===== src/rtl/core/ptt_pkg.sv =====
// Package for the periodic timer table: codes, controller/datapath records.
// No dependencies; used by ptt_ctrl, ptt_datapath and periodic_timer_table.
package ptt_pkg;

  typedef enum logic [2:0] {
    CMD_ALLOC   = 3'd0,
    CMD_FREE    = 3'd1,
    CMD_START   = 3'd2,
    CMD_STOP    = 3'd3,
    CMD_TICK    = 3'd4,
    CMD_SERVICE = 3'd5,
    CMD_QUERY   = 3'd6
  } cmd_e;

  localparam logic [2:0] KIND_DONE   = 3'd0;
  localparam logic [2:0] KIND_REJECT = 3'd1;
  localparam logic [2:0] KIND_WAKE   = 3'd2;
  localparam logic [2:0] KIND_DUE    = 3'd3;
  localparam logic [2:0] KIND_QUERY  = 3'd4;

  localparam int unsigned MAX_BODY = 16;
  localparam int unsigned BODY_W   = $clog2(MAX_BODY + 1);

  typedef enum logic [3:0] {
    S_IDLE,
    S_DECODE,
    S_ALLOC,
    S_MUL,
    S_START,
    S_TICK_RD,
    S_TICK_UPD,
    S_WAKE,
    S_SRV_RD,
    S_SRV_CHK,
    S_QRY_RD,
    S_QRY_EMIT,
    S_DONE_TID,
    S_DONE_IDX,
    S_CLOSE,
    S_REJECT
  } state_e;

  typedef enum logic [2:0] {
    DP_NONE,
    DP_ALLOC,
    DP_CLEAR,
    DP_MUL,
    DP_START,
    DP_TICK_BEGIN,
    DP_TICK_UPD,
    DP_SRV_CLR
  } dp_op_e;

  typedef enum logic [2:0] {
    EM_REJECT,
    EM_DONE_TID,
    EM_DONE_IDX,
    EM_CLOSE,
    EM_WAKE,
    EM_DUE,
    EM_QUERY
  } emit_e;

  typedef struct packed {
    logic   latch;
    logic   idx_clr;
    logic   idx_inc;
    logic   n_inc;
    logic   addr_tid;
    dp_op_e op;
    logic   emit;
    emit_e  emit_sel;
  } ctl_cmd_t;

  typedef struct packed {
    logic [2:0] cmd;
    logic       tid_ok;
    logic       task_ok;
    logic       tid_in_use;
    logic       now_eq_prev;
    logic       idx_end_timer;
    logic       idx_last_timer;
    logic       idx_end_task;
    logic       free_at_idx;
    logic       srv_match;
    logic       pending_at_idx;
    logic       n_full;
    logic       out_free;
  } dp_status_t;

endpackage


===== src/rtl/core/ptt_req_if.sv =====
// Request channel of the periodic timer table: valid/ready plus command fields.
// No dependencies.
interface ptt_req_if;
  logic        valid;
  logic        ready;
  logic [2:0]  command;
  logic [7:0]  timer_id;
  logic [7:0]  task_id;
  logic [31:0] unit;
  logic [31:0] duration;
  logic [31:0] now_ticks;

  modport source (
    output valid, command, timer_id, task_id, unit, duration, now_ticks,
    input  ready
  );
  modport sink (
    input  valid, command, timer_id, task_id, unit, duration, now_ticks,
    output ready
  );
endinterface


===== src/rtl/core/ptt_rsp_if.sv =====
// Result channel of the periodic timer table: valid/ready plus result fields.
// No dependencies.
interface ptt_rsp_if;
  logic        valid;
  logic        ready;
  logic [2:0]  kind;
  logic [3:0]  slot;
  logic [3:0]  task_res;
  logic [31:0] left_ticks;
  logic        running;
  logic        last;

  modport source (
    output valid, kind, slot, task_res, left_ticks, running, last,
    input  ready
  );
  modport sink (
    input  valid, kind, slot, task_res, left_ticks, running, last,
    output ready
  );
endinterface


===== src/rtl/core/ptt_ram.sv =====
// Generic single-port RAM with registered read data.
// No dependencies.
module ptt_ram #(
  parameter int unsigned WIDTH = 32,
  parameter int unsigned DEPTH = 16,
  localparam int unsigned AW = (DEPTH > 1) ? $clog2(DEPTH) : 1
) (
  input  logic             clk_i,
  input  logic             we_i,
  input  logic [AW-1:0]    addr_i,
  input  logic [WIDTH-1:0] wdata_i,
  output logic [WIDTH-1:0] rdata_o
);

  logic [WIDTH-1:0] mem_q [DEPTH];
  logic [WIDTH-1:0] rdata_q;

  always_ff @(posedge clk_i) begin
    if (we_i) begin
      mem_q[addr_i] <= wdata_i;
    end
    rdata_q <= mem_q[addr_i];
  end

  assign rdata_o = rdata_q;

endmodule


===== src/rtl/core/ptt_ctrl.sv =====
// Controller of the periodic timer table: command sequencer state machine.
// Depends on ptt_pkg; drives ptt_datapath through ctl_cmd_t / dp_status_t.
module ptt_ctrl
  import ptt_pkg::*;
(
  input  logic       clk_i,
  input  logic       rst_ni,
  input  logic       req_valid_i,
  output logic       req_ready_o,
  input  dp_status_t status_i,
  output ctl_cmd_t   ctl_o
);

  state_e state_q, state_d;

  always_ff @(posedge clk_i or negedge rst_ni) begin
    if (!rst_ni) begin
      state_q <= S_IDLE;
    end else begin
      state_q <= state_d;
    end
  end

  always_comb begin
    state_d        = state_q;
    req_ready_o    = 1'b0;
    ctl_o          = '0;
    ctl_o.op       = DP_NONE;
    ctl_o.emit_sel = EM_REJECT;
    unique case (state_q)
      S_IDLE: begin
        req_ready_o = 1'b1;
        if (req_valid_i) begin
          ctl_o.latch   = 1'b1;
          ctl_o.idx_clr = 1'b1;
          state_d       = S_DECODE;
        end
      end
      S_DECODE: begin
        ctl_o.addr_tid = 1'b1;
        unique case (status_i.cmd)
          CMD_ALLOC:   state_d = status_i.task_ok ? S_ALLOC : S_REJECT;
          CMD_FREE, CMD_STOP: begin
            if (status_i.tid_ok) begin
              ctl_o.op = DP_CLEAR;
              state_d  = S_DONE_TID;
            end else begin
              state_d = S_REJECT;
            end
          end
          CMD_START:   state_d = status_i.tid_in_use ? S_MUL : S_REJECT;
          CMD_TICK: begin
            if (status_i.now_eq_prev) begin
              state_d = S_CLOSE;
            end else begin
              ctl_o.op = DP_TICK_BEGIN;
              state_d  = S_TICK_RD;
            end
          end
          CMD_SERVICE: state_d = status_i.task_ok ? S_SRV_RD : S_REJECT;
          CMD_QUERY:   state_d = status_i.tid_ok ? S_QRY_RD : S_REJECT;
          default:     state_d = S_REJECT;
        endcase
      end
      S_ALLOC: begin
        priority if (status_i.idx_end_timer) begin
          state_d = S_REJECT;
        end else if (status_i.free_at_idx) begin
          ctl_o.op = DP_ALLOC;
          state_d  = S_DONE_IDX;
        end else begin
          ctl_o.idx_inc = 1'b1;
        end
      end
      S_MUL: begin
        ctl_o.addr_tid = 1'b1;
        ctl_o.op       = DP_MUL;
        state_d        = S_START;
      end
      S_START: begin
        ctl_o.addr_tid = 1'b1;
        ctl_o.op       = DP_START;
        state_d        = S_DONE_TID;
      end
      S_TICK_RD: begin
        state_d = S_TICK_UPD;
      end
      S_TICK_UPD: begin
        ctl_o.op = DP_TICK_UPD;
        if (status_i.idx_last_timer) begin
          ctl_o.idx_clr = 1'b1;
          state_d       = S_WAKE;
        end else begin
          ctl_o.idx_inc = 1'b1;
          state_d       = S_TICK_RD;
        end
      end
      S_WAKE: begin
        priority if (status_i.idx_end_task) begin
          state_d = S_CLOSE;
        end else if (status_i.pending_at_idx && !status_i.n_full) begin
          if (status_i.out_free) begin
            ctl_o.emit     = 1'b1;
            ctl_o.emit_sel = EM_WAKE;
            ctl_o.n_inc    = 1'b1;
            ctl_o.idx_inc  = 1'b1;
          end
        end else begin
          ctl_o.idx_inc = 1'b1;
        end
      end
      S_SRV_RD: begin
        state_d = S_SRV_CHK;
      end
      S_SRV_CHK: begin
        if (!(status_i.srv_match && !status_i.n_full && !status_i.out_free)) begin
          if (status_i.srv_match) begin
            ctl_o.op = DP_SRV_CLR;
            if (!status_i.n_full) begin
              ctl_o.emit     = 1'b1;
              ctl_o.emit_sel = EM_DUE;
              ctl_o.n_inc    = 1'b1;
            end
          end
          if (status_i.idx_last_timer) begin
            state_d = S_CLOSE;
          end else begin
            ctl_o.idx_inc = 1'b1;
            state_d       = S_SRV_RD;
          end
        end
      end
      S_QRY_RD: begin
        ctl_o.addr_tid = 1'b1;
        state_d        = S_QRY_EMIT;
      end
      S_QRY_EMIT: begin
        ctl_o.addr_tid = 1'b1;
        if (status_i.out_free) begin
          ctl_o.emit     = 1'b1;
          ctl_o.emit_sel = EM_QUERY;
          state_d        = S_IDLE;
        end
      end
      S_DONE_TID: begin
        ctl_o.addr_tid = 1'b1;
        if (status_i.out_free) begin
          ctl_o.emit     = 1'b1;
          ctl_o.emit_sel = EM_DONE_TID;
          state_d        = S_IDLE;
        end
      end
      S_DONE_IDX: begin
        if (status_i.out_free) begin
          ctl_o.emit     = 1'b1;
          ctl_o.emit_sel = EM_DONE_IDX;
          state_d        = S_IDLE;
        end
      end
      S_CLOSE: begin
        if (status_i.out_free) begin
          ctl_o.emit     = 1'b1;
          ctl_o.emit_sel = EM_CLOSE;
          state_d        = S_IDLE;
        end
      end
      S_REJECT: begin
        if (status_i.out_free) begin
          ctl_o.emit     = 1'b1;
          ctl_o.emit_sel = EM_REJECT;
          state_d        = S_IDLE;
        end
      end
      default: state_d = S_IDLE;
    endcase
  end

endmodule


===== src/rtl/core/ptt_datapath.sv =====
// Datapath of the periodic timer table: request latch, slot flags, timer RAMs,
// multiplier, countdown and the result register. Depends on ptt_pkg, ptt_ram.
module ptt_datapath
  import ptt_pkg::*;
#(
  parameter int unsigned TIMERS = 16,
  parameter int unsigned TASKS  = 16
) (
  input  logic        clk_i,
  input  logic        rst_ni,
  input  ctl_cmd_t    ctl_i,
  output dp_status_t  status_o,
  input  logic [2:0]  command_i,
  input  logic [7:0]  timer_id_i,
  input  logic [7:0]  task_id_i,
  input  logic [31:0] unit_i,
  input  logic [31:0] duration_i,
  input  logic [31:0] now_ticks_i,
  input  logic        out_ready_i,
  output logic        out_valid_o,
  output logic [2:0]  kind_o,
  output logic [3:0]  slot_o,
  output logic [3:0]  task_res_o,
  output logic [31:0] left_ticks_o,
  output logic        running_o,
  output logic        last_o
);

  localparam int unsigned MAXN = (TIMERS > TASKS) ? TIMERS : TASKS;
  localparam int unsigned IW   = $clog2(MAXN + 1);
  localparam int unsigned AW   = (TIMERS > 1) ? $clog2(TIMERS) : 1;
  localparam int unsigned TW   = (TASKS > 1) ? $clog2(TASKS) : 1;

  logic [2:0]        cmd_q;
  logic [7:0]        tid_q;
  logic [7:0]        task_q;
  logic [31:0]       unit_q;
  logic [31:0]       dur_q;
  logic [31:0]       now_q;
  logic [31:0]       prod_q, prod_d;
  logic [31:0]       elapsed_q, elapsed_d;
  logic [31:0]       prev_q, prev_d;
  logic [IW-1:0]     idx_q, idx_d;
  logic [BODY_W-1:0] n_q, n_d;
  logic [TIMERS-1:0] in_use_q, in_use_d;
  logic [TIMERS-1:0] per_nz_q, per_nz_d;
  logic [TIMERS-1:0] due_q, due_d;
  logic [TASKS-1:0]  pending_q, pending_d;

  logic              out_valid_q, out_valid_d;
  logic [2:0]        kind_q, kind_d;
  logic [3:0]        slot_q, slot_d;
  logic [3:0]        task_res_q, task_res_d;
  logic [31:0]       left_q, left_d;
  logic              running_q, running_d;
  logic              last_q, last_d;

  logic [AW-1:0]     addr;
  logic [3:0]        owner_rd;
  logic [31:0]       period_rd;
  logic [31:0]       rem_rd;
  logic              owner_we, period_we, rem_we;
  logic [31:0]       rem_wdata;
  logic              slot_active;
  logic              tick_hit;
  logic [31:0]       rem_sub;
  logic              out_free;

  assign addr        = ctl_i.addr_tid ? tid_q[AW-1:0] : idx_q[AW-1:0];
  assign slot_active = in_use_q[addr] && per_nz_q[addr];
  assign rem_sub     = rem_rd - elapsed_q;
  assign tick_hit    = slot_active && (rem_rd <= elapsed_q);
  assign out_free    = !out_valid_q || out_ready_i;

  assign owner_we  = (ctl_i.op == DP_ALLOC);
  assign period_we = (ctl_i.op == DP_START);
  assign rem_we    = (ctl_i.op == DP_START) || ((ctl_i.op == DP_TICK_UPD) && slot_active);
  assign rem_wdata = (ctl_i.op == DP_START) ? prod_q : (tick_hit ? period_rd : rem_sub);

  ptt_ram #(.WIDTH(4), .DEPTH(TIMERS)) u_owner_ram (
    .clk_i   (clk_i),
    .we_i    (owner_we),
    .addr_i  (addr),
    .wdata_i (task_q[3:0]),
    .rdata_o (owner_rd)
  );

  ptt_ram #(.WIDTH(32), .DEPTH(TIMERS)) u_period_ram (
    .clk_i   (clk_i),
    .we_i    (period_we),
    .addr_i  (addr),
    .wdata_i (prod_q),
    .rdata_o (period_rd)
  );

  ptt_ram #(.WIDTH(32), .DEPTH(TIMERS)) u_rem_ram (
    .clk_i   (clk_i),
    .we_i    (rem_we),
    .addr_i  (addr),
    .wdata_i (rem_wdata),
    .rdata_o (rem_rd)
  );

  always_comb begin
    status_o.cmd            = cmd_q;
    status_o.tid_ok         = tid_q < 8'(TIMERS);
    status_o.task_ok        = task_q < 8'(TASKS);
    status_o.tid_in_use     = status_o.tid_ok && in_use_q[addr];
    status_o.now_eq_prev    = (now_q == prev_q);
    status_o.idx_end_timer  = (idx_q == IW'(TIMERS));
    status_o.idx_last_timer = (idx_q == IW'(TIMERS - 1));
    status_o.idx_end_task   = (idx_q == IW'(TASKS));
    status_o.free_at_idx    = !in_use_q[addr];
    status_o.srv_match      = in_use_q[addr] && due_q[addr] && ({4'd0, owner_rd} == task_q);
    status_o.pending_at_idx = pending_q[idx_q[TW-1:0]];
    status_o.n_full         = (n_q == BODY_W'(MAX_BODY));
    status_o.out_free       = out_free;
  end

  always_comb begin
    idx_d     = idx_q;
    n_d       = n_q;
    prod_d    = prod_q;
    elapsed_d = elapsed_q;
    prev_d    = prev_q;
    in_use_d  = in_use_q;
    per_nz_d  = per_nz_q;
    due_d     = due_q;
    pending_d = pending_q;

    if (ctl_i.idx_clr) begin
      idx_d = '0;
    end else if (ctl_i.idx_inc) begin
      idx_d = idx_q + IW'(1);
    end
    if (ctl_i.latch) begin
      n_d = '0;
    end else if (ctl_i.n_inc) begin
      n_d = n_q + BODY_W'(1);
    end

    unique case (ctl_i.op)
      DP_NONE: ;
      DP_ALLOC: begin
        in_use_d[addr] = 1'b1;
        per_nz_d[addr] = 1'b0;
        due_d[addr]    = 1'b0;
      end
      DP_CLEAR: begin
        per_nz_d[addr] = 1'b0;
        due_d[addr]    = 1'b0;
        if (cmd_q == CMD_FREE) begin
          in_use_d[addr] = 1'b0;
        end
      end
      DP_MUL: begin
        prod_d = 32'(unit_q * dur_q);
      end
      DP_START: begin
        per_nz_d[addr] = (prod_q != 32'd0);
        due_d[addr]    = 1'b0;
      end
      DP_TICK_BEGIN: begin
        elapsed_d = now_q - prev_q;
        prev_d    = now_q;
        pending_d = '0;
      end
      DP_TICK_UPD: begin
        if (tick_hit) begin
          due_d[addr] = 1'b1;
          for (int k = 0; k < TASKS; k++) begin
            if (8'(owner_rd) == 8'(k)) begin
              pending_d[k] = 1'b1;
            end
          end
        end
      end
      DP_SRV_CLR: begin
        due_d[addr] = 1'b0;
      end
      default: ;
    endcase
  end

  always_comb begin
    out_valid_d = out_valid_q;
    kind_d      = kind_q;
    slot_d      = slot_q;
    task_res_d  = task_res_q;
    left_d      = left_q;
    running_d   = running_q;
    last_d      = last_q;
    if (out_ready_i) begin
      out_valid_d = 1'b0;
    end
    if (ctl_i.emit) begin
      out_valid_d = 1'b1;
      kind_d      = KIND_DONE;
      slot_d      = 4'd0;
      task_res_d  = 4'd0;
      left_d      = 32'd0;
      running_d   = 1'b0;
      last_d      = 1'b1;
      unique case (ctl_i.emit_sel)
        EM_REJECT:   kind_d = KIND_REJECT;
        EM_DONE_TID: slot_d = tid_q[3:0];
        EM_DONE_IDX: slot_d = 4'(idx_q);
        EM_CLOSE:    ;
        EM_WAKE: begin
          kind_d     = KIND_WAKE;
          task_res_d = 4'(idx_q);
          last_d     = 1'b0;
        end
        EM_DUE: begin
          kind_d = KIND_DUE;
          slot_d = 4'(idx_q);
          last_d = 1'b0;
        end
        EM_QUERY: begin
          kind_d    = KIND_QUERY;
          slot_d    = tid_q[3:0];
          running_d = slot_active;
          left_d    = slot_active ? rem_rd : 32'd0;
        end
        default: kind_d = KIND_REJECT;
      endcase
    end
  end

  always_ff @(posedge clk_i) begin
    if (ctl_i.latch) begin
      cmd_q  <= command_i;
      tid_q  <= timer_id_i;
      task_q <= task_id_i;
      unit_q <= unit_i;
      dur_q  <= duration_i;
      now_q  <= now_ticks_i;
    end
    prod_q     <= prod_d;
    elapsed_q  <= elapsed_d;
    kind_q     <= kind_d;
    slot_q     <= slot_d;
    task_res_q <= task_res_d;
    left_q     <= left_d;
    running_q  <= running_d;
    last_q     <= last_d;
  end

  always_ff @(posedge clk_i or negedge rst_ni) begin
    if (!rst_ni) begin
      idx_q       <= '0;
      n_q         <= '0;
      prev_q      <= 32'd0;
      in_use_q    <= '0;
      per_nz_q    <= '0;
      due_q       <= '0;
      pending_q   <= '0;
      out_valid_q <= 1'b0;
    end else begin
      idx_q       <= idx_d;
      n_q         <= n_d;
      prev_q      <= prev_d;
      in_use_q    <= in_use_d;
      per_nz_q    <= per_nz_d;
      due_q       <= due_d;
      pending_q   <= pending_d;
      out_valid_q <= out_valid_d;
    end
  end

  assign out_valid_o  = out_valid_q;
  assign kind_o       = kind_q;
  assign slot_o       = slot_q;
  assign task_res_o   = task_res_q;
  assign left_ticks_o = left_q;
  assign running_o    = running_q;
  assign last_o       = last_q;

endmodule


===== src/rtl/core/periodic_timer_table.sv =====
// Periodic timer table top level: joins the controller and the datapath.
// Depends on ptt_pkg, ptt_req_if, ptt_rsp_if, ptt_ctrl, ptt_datapath.
//
// req_i carries one command per request (allocate, free, start, stop, tick,
// service, query); rsp_o returns its result items, the final one with last
// set. One request is worked on at a time; the next is taken in the cycle
// after the closing item enters the output register, even if it waits there.
// Steps per request:
//   free, stop, rejects, tick with no elapsed time: decode, then the result;
//   query: decode, a read of the remaining-count RAM, then the result;
//   start: decode, one multiply stage, the RAM writes, then the result;
//   allocate: a walk to the first free slot, or over all slots when full;
//   service: a read and a check per slot, as the one-port owner RAM is
//   read per slot; tick: a read/update pass over the remaining-count RAM
//   and then the walk over task flags.
// Reset clears all slot flags, task flags and the previous tick count; the
// RAMs need no clearing pass, since a slot's entries are read only after it
// was allocated or started. A stalled rsp_o holds the current item and
// pauses the walk; no item is lost or repeated.
module periodic_timer_table
  import ptt_pkg::*;
#(
  parameter int unsigned TIMERS = 16,
  parameter int unsigned TASKS  = 16
) (
  input  logic     clk_i,
  input  logic     rst_ni,
  ptt_req_if.sink   req_i,
  ptt_rsp_if.source rsp_o
);

  ctl_cmd_t   ctl;
  dp_status_t status;

  ptt_ctrl u_ctrl (
    .clk_i       (clk_i),
    .rst_ni      (rst_ni),
    .req_valid_i (req_i.valid),
    .req_ready_o (req_i.ready),
    .status_i    (status),
    .ctl_o       (ctl)
  );

  ptt_datapath #(
    .TIMERS (TIMERS),
    .TASKS  (TASKS)
  ) u_datapath (
    .clk_i        (clk_i),
    .rst_ni       (rst_ni),
    .ctl_i        (ctl),
    .status_o     (status),
    .command_i    (req_i.command),
    .timer_id_i   (req_i.timer_id),
    .task_id_i    (req_i.task_id),
    .unit_i       (req_i.unit),
    .duration_i   (req_i.duration),
    .now_ticks_i  (req_i.now_ticks),
    .out_ready_i  (rsp_o.ready),
    .out_valid_o  (rsp_o.valid),
    .kind_o       (rsp_o.kind),
    .slot_o       (rsp_o.slot),
    .task_res_o   (rsp_o.task_res),
    .left_ticks_o (rsp_o.left_ticks),
    .running_o    (rsp_o.running),
    .last_o       (rsp_o.last)
  );

endmodule

===== src/flat_wrapper.sv =====
// flat-port wrapper written by rule: the top's interface ports become plain ports
module periodic_timer_table_flat import ptt_pkg::*;
#(
  parameter int unsigned TIMERS = 16,
  parameter int unsigned TASKS  = 16
)
  (clk_i, rst_ni, req_i_valid, req_i_command, req_i_timer_id, req_i_task_id, req_i_unit, req_i_duration, req_i_now_ticks, req_i_ready, rsp_o_valid, rsp_o_kind, rsp_o_slot, rsp_o_task_res, rsp_o_left_ticks, rsp_o_running, rsp_o_last, rsp_o_ready);
  ptt_req_if req_i_i ();
  ptt_rsp_if rsp_o_i ();
  input  logic clk_i;
  input  logic rst_ni;
  input wire logic [$bits(req_i_i.valid)-1:0] req_i_valid;
  input wire logic [$bits(req_i_i.command)-1:0] req_i_command;
  input wire logic [$bits(req_i_i.timer_id)-1:0] req_i_timer_id;
  input wire logic [$bits(req_i_i.task_id)-1:0] req_i_task_id;
  input wire logic [$bits(req_i_i.unit)-1:0] req_i_unit;
  input wire logic [$bits(req_i_i.duration)-1:0] req_i_duration;
  input wire logic [$bits(req_i_i.now_ticks)-1:0] req_i_now_ticks;
  output wire logic [$bits(req_i_i.ready)-1:0] req_i_ready;
  output wire logic [$bits(rsp_o_i.valid)-1:0] rsp_o_valid;
  output wire logic [$bits(rsp_o_i.kind)-1:0] rsp_o_kind;
  output wire logic [$bits(rsp_o_i.slot)-1:0] rsp_o_slot;
  output wire logic [$bits(rsp_o_i.task_res)-1:0] rsp_o_task_res;
  output wire logic [$bits(rsp_o_i.left_ticks)-1:0] rsp_o_left_ticks;
  output wire logic [$bits(rsp_o_i.running)-1:0] rsp_o_running;
  output wire logic [$bits(rsp_o_i.last)-1:0] rsp_o_last;
  input wire logic [$bits(rsp_o_i.ready)-1:0] rsp_o_ready;
  assign req_i_i.valid = req_i_valid;
  assign req_i_i.command = req_i_command;
  assign req_i_i.timer_id = req_i_timer_id;
  assign req_i_i.task_id = req_i_task_id;
  assign req_i_i.unit = req_i_unit;
  assign req_i_i.duration = req_i_duration;
  assign req_i_i.now_ticks = req_i_now_ticks;
  assign req_i_ready = req_i_i.ready;
  assign rsp_o_valid = rsp_o_i.valid;
  assign rsp_o_kind = rsp_o_i.kind;
  assign rsp_o_slot = rsp_o_i.slot;
  assign rsp_o_task_res = rsp_o_i.task_res;
  assign rsp_o_left_ticks = rsp_o_i.left_ticks;
  assign rsp_o_running = rsp_o_i.running;
  assign rsp_o_last = rsp_o_i.last;
  assign rsp_o_i.ready = rsp_o_ready;
  periodic_timer_table #(.TIMERS(TIMERS), .TASKS(TASKS)) u_core (.clk_i(clk_i), .rst_ni(rst_ni), .req_i(req_i_i), .rsp_o(rsp_o_i));
endmodule

===== config.mk =====
export PLATFORM = sky130hd
export DESIGN_NAME = periodic_timer_table_flat
export DESIGN_NICKNAME = d
export VERILOG_FILES = /design/src/rtl/core/ptt_pkg.sv /design/src/rtl/core/ptt_req_if.sv /design/src/rtl/core/ptt_rsp_if.sv /design/src/rtl/core/ptt_ram.sv /design/src/rtl/core/ptt_ctrl.sv /design/src/rtl/core/ptt_datapath.sv /design/src/rtl/core/periodic_timer_table.sv /design/src/flat_wrapper.sv
export SDC_FILE = /design/constraint.sdc
export NUM_CORES = 2
export LEC_CHECK = 0
export ABC_CLOCK_PERIOD_IN_PS = 6800
export BUFFER_PORTS_ARGS = -buffer_cell sky130_fd_sc_hd__buf_2
export CAP_MARGIN = 20
export CORE_MARGIN = 10
export CORE_UTILIZATION = 59
export CTS_BUF_LIST = sky130_fd_sc_hd__clkbuf_8
export CTS_CLUSTER_SIZE = 16
export DETAILED_ROUTE_END_ITERATION = 10
export HOLD_SLACK_MARGIN = 0.08
export PLACE_DENSITY_LB_ADDON = 0.08
export SLEW_MARGIN = 20
export SYNTH_ARGS = -nofsm -noshare
export SYNTH_HDL_FRONTEND = slang
export SYNTH_HIERARCHICAL = 1
export SYNTH_SLANG_ARGS = --single-unit

===== constraint.sdc =====
create_clock -name clk_i -period 6.8 [get_ports clk_i]
set_input_delay 2.04 -clock clk_i [delete_from_list [all_inputs] [get_ports clk_i]]
set_output_delay 2.04 -clock clk_i [all_outputs]
set_load 0.02 [all_outputs]

==> flow_results.xml <==
<?xml version="1.0" encoding="UTF-8"?>
<metrics>
  <group name="clock_tree">
    <metric name="cts_root_buf" unit="">clkbuf_8</metric>
    <metric name="cts_made_buffers" unit="">229</metric>
    <metric name="tritoncts" unit="">built</metric>
    <metric name="cts_hold_repair.buffers" unit="">0</metric>
    <metric name="max-clock-path-buffers" unit="">3</metric>
    <metric name="clk-insertion-delay-late" unit="ns">0.95</metric>
    <metric name="worst_setup_hold_path_clk_slew" unit="ns">0.06</metric>
    <metric name="h-tree-depth" unit="">4</metric>
    <metric name="cts.sink_count" unit="">1491</metric>
  </group>
  <group name="worst_setup_path">
    <metric name="crit_path_top_delay_cell" unit="">fa_1</metric>
    <metric name="critPathKind" unit="">flip-flop to flip-flop</metric>
    <metric name="max_stage_delay" unit="ns">0.54</metric>
    <metric name="worst-path-max-fanout" unit="">3</metric>
    <metric name="cpLargestDelayFamily" unit="">adder cells</metric>
    <metric name="arrival" unit="ns">7.51</metric>
    <metric name="cp_num_buf_inv" unit="">4</metric>
    <metric name="worstPathCellList" unit="">buf_6, buf_6, and2_4, fa_1, inv_2, fa_1, fa_1, fa_1, inv_1, fa_1, fa_1, fa_1, fa_1, ha_4, a21o_1, a21o_1, a21o_1, nor3_4, o21ai_4, a41oi_2, o21ai_1, a21oi_2, xnor2_1</metric>
    <metric name="startpoint_type" unit="">flip-flop</metric>
    <metric name="worst-endpoint-required" unit="ns">7.44</metric>
    <metric name="setup.worst_path.end_class" unit="">flip-flop</metric>
    <metric name="timing.critical_path.mode_cell" unit="">fa_1</metric>
  </group>
  <group name="detailed_routing">
    <metric name="drt-vias-per-instance" unit="">5.91</metric>
    <metric name="avgRoutedWirePerCell" unit="µm">24.5</metric>
    <metric name="first_iter_violations" unit="">4098</metric>
    <metric name="ant_nets" unit="">0</metric>
    <metric name="drc" unit="">0</metric>
    <metric name="routed-via-count" unit="">44170</metric>
    <metric name="detailedRoute.firstPassIterationCount" unit="">5</metric>
    <metric name="route.final.wire_length" unit="mm">183</metric>
  </group>
  <group name="sta">
    <metric name="worst_pin_slew" unit="ns">1.09</metric>
    <metric name="final-hold-violation-count" unit="">0</metric>
    <metric name="setup_viol" unit="">2</metric>
    <metric name="timing.fmax" unit="GHz">0.145</metric>
    <metric name="post-route-worst-setup-slack" unit="ns">-0.0742</metric>
    <metric name="final.period_utilization" unit="">1.01</metric>
    <metric name="finalClockSkew" unit="ns">0.0667</metric>
    <metric name="post_layout_minimum_cycle_time" unit="ns">6.87</metric>
    <metric name="unrepaired_setup_endpoints_after_global_routing" unit="">true</metric>
    <metric name="setup-tns-final" unit="ns">-0.125</metric>
    <metric name="slew_headroom" unit="">0.273</metric>
    <metric name="final-max-slew-violation-count" unit="">0</metric>
  </group>
  <group name="floorplanning">
    <metric name="design.die.area" unit="µm²">142000</metric>
    <metric name="start_util" unit="">0.597</metric>
    <metric name="die-height" unit="µm">377</metric>
    <metric name="die_w" unit="µm">377</metric>
    <metric name="row_count" unit="">130</metric>
    <metric name="io-pin-count" unit="">166</metric>
    <metric name="core_area" unit="µm²">126000</metric>
  </group>
  <group name="synth">
    <metric name="post_synth.cell_area_avg" unit="µm²">14.5</metric>
    <metric name="syn_inst" unit="">5187</metric>
    <metric name="ff_latch_count_synth" unit="">1491</metric>
    <metric name="cell_taking_the_most_area_after_synthesis" unit="">edfxtp_1</metric>
    <metric name="yosys-top-cells-count" unit="">1312 x edfxtp_1, 536 x nand2_1, 518 x inv_1, 410 x fa_1, 279 x and2_1</metric>
    <metric name="synth_top_cell_area_share" unit="">0.524</metric>
    <metric name="synth-async-reset-ratio" unit="">0.0744</metric>
    <metric name="dominantRegCellSynth" unit="">edfxtp_1</metric>
    <metric name="number_of_synthesized_flops_with_an_enable_pin" unit="">1312</metric>
    <metric name="synth.top_cells.by_area" unit="">edfxtp_1 52%, fa_1 11%, mux4_2 8.1%</metric>
    <metric name="synthMostInstantiatedCell" unit="">edfxtp_1</metric>
    <metric name="synth_fp_nets" unit="">5907</metric>
    <metric name="synth.yosys.warnings" unit="">6</metric>
    <metric name="ys_types" unit="">89</metric>
    <metric name="syn-cell-area" unit="µm²">75200</metric>
    <metric name="post_synthesis_sequential_area_ratio" unit="">0.579</metric>
  </group>
  <group name="layout">
    <metric name="biggest_registers_after_layout" unit="">u_core/u_datapath/u_period_ram/mem_q: 512 flops, u_core/u_datapath/u_rem_ram/mem_q: 512 flops, u_core/u_datapath/u_owner_ram/mem_q: 64 flops</metric>
    <metric name="syn_to_final_growth" unit="%">13.1</metric>
    <metric name="layout.nets" unit="">6347</metric>
    <metric name="post_route_cells_drive_above_1_share" unit="">0.208</metric>
  </group>
  <group name="global_routing">
    <metric name="grt_util_all_layers" unit="">0.262</metric>
    <metric name="number_of_global_route_vias_before_repair" unit="">45859</metric>
    <metric name="grt_max_degree" unit="">131</metric>
    <metric name="grt_antenna_before_repair" unit="">9</metric>
    <metric name="grt_pass1_wl" unit="mm">280</metric>
    <metric name="grt_overflow" unit="">0</metric>
  </group>
  <group name="status">
    <metric name="violations" unit="">setup timing</metric>
    <metric name="status" unit="">complete, but fails checks</metric>
  </group>
  <group name="run">
    <metric name="max_cap_violations" unit="">0</metric>
  </group>
  <group name="placement">
    <metric name="place_congestion" unit="">0.895</metric>
    <metric name="port_buffers" unit="">165</metric>
    <metric name="dp_hpwl" unit="mm">125</metric>
  </group>
  <group name="worst_hold_path">
    <metric name="min_path_type" unit="">flip-flop to flip-flop</metric>
  </group>
</metrics>
==> metrics by stage <==
stage	hold WS (ns)	setup slack, ns	util	instances	cell area (µm²)
finish	0.487	-0.0742	0.675	7477	85100
global route	0.506	-0.290	0.675	7477	85100
CTS	0.488	0.00967	0.671	7461	84600
detailed placement	0.475	-0.309	0.634	7018	79900
global placement	0.462	-0.237	0.634	7018	79900
floorplan	0.450	0.000164	-	5187	75200
==> final timing paths <==
| check | startpoint | to | slack (ns) | depth (start not counted) |
|---|---|---|---|---|
| setup / recovery | u_core/u_datapath/dur_q[4] | u_core/u_datapath/prod_q[30] | -0.07 | 23 |
| min in group asynchronous | rst_ni | u_core/u_datapath/n_q[3] | 1.17 | 1 |
| hold / removal | u_core/u_datapath/pending_q[7] | u_core/u_datapath/pending_q[7] | 0.49 | 2 |
| max in group asynchronous | rst_ni | async pin | 4.42 | 2 |
| setup reg to reg | u_core/u_datapath/dur_q[4] | u_core/u_datapath/prod_q[30] | -0.07 | 23 |
| hold reg to reg | u_core/u_datapath/pending_q[7] | u_core/u_datapath/pending_q[7] | 0.49 | 2 |
==> tightest hold or removal path: cells and delay by family (launching register included) <==
family	cells	cell delay, ns
AOI/OAI and AO/OA	1	0.06
DFF	1	0.34
and+or+nand+nor	1	0.05
==> what timing repair did <==
item                                    CTS  global route
gates cloned                              0             0
setup buffers                            14            16
endpoints found under the setup margin    6            14
pin swaps                                18            69
gates resized for setup                  19            80
==> placed cells by master, fill, tap and decap left out, types with 118 or more instances in the layout <==
master,count
and2_1,268
ha_1,177
o21ai_0,118
fa_1,398
buf_4,236
edfxtp_1,1312
inv_1,601
mux4_2,271
a21oi_1,138
clkbuf_8,251
buf_2,164
nor2_1,173
nand2_1,536
a22oi_1,132
==> per-layer routing <==
metal / vias up / share of wire / GRT usage
met5: - / 0.00014 / 0
met1: 22665 / 0.41 / 0.364
met4: 4 / 0.028 / 0.0767
met2: 1716 / 0.48 / 0.424
li1: 19473 / - / -
met3: 312 / 0.076 / 0.0479
==> cells by family (layout without fill, tap and decap cells) <==
family / after synthesis / after routing / share of synthesized area
flops: 1491 / 1491 / 0.579
simple gates: 1232 / 1232 / 0.0779
buf+inv: 774 / 1413 / 0.0415
compound gates: 614 / 614 / 0.0532
fa+ha+maj: 601 / 601 / 0.141
mux: 326 / 326 / 0.0902
xor+xnor: 149 / 149 / 0.0174
other cells: 0 / 1 / 0
==> area by class of cell <==
type                    instances  area (µm²)
flip-flops and latches       1491       43500
fillers                      8877       41000
multi-input cells            2922       29300
repair buffers                458        3670
clock buffers                 251        3450
well taps                    1650        2060
inverters                     525        1990
clock inverters               179        1090
diodes                          1        2.50
Power is not shown: default switching activity piles up to over one toggle a cycle in this logic, so the estimate is an artifact.
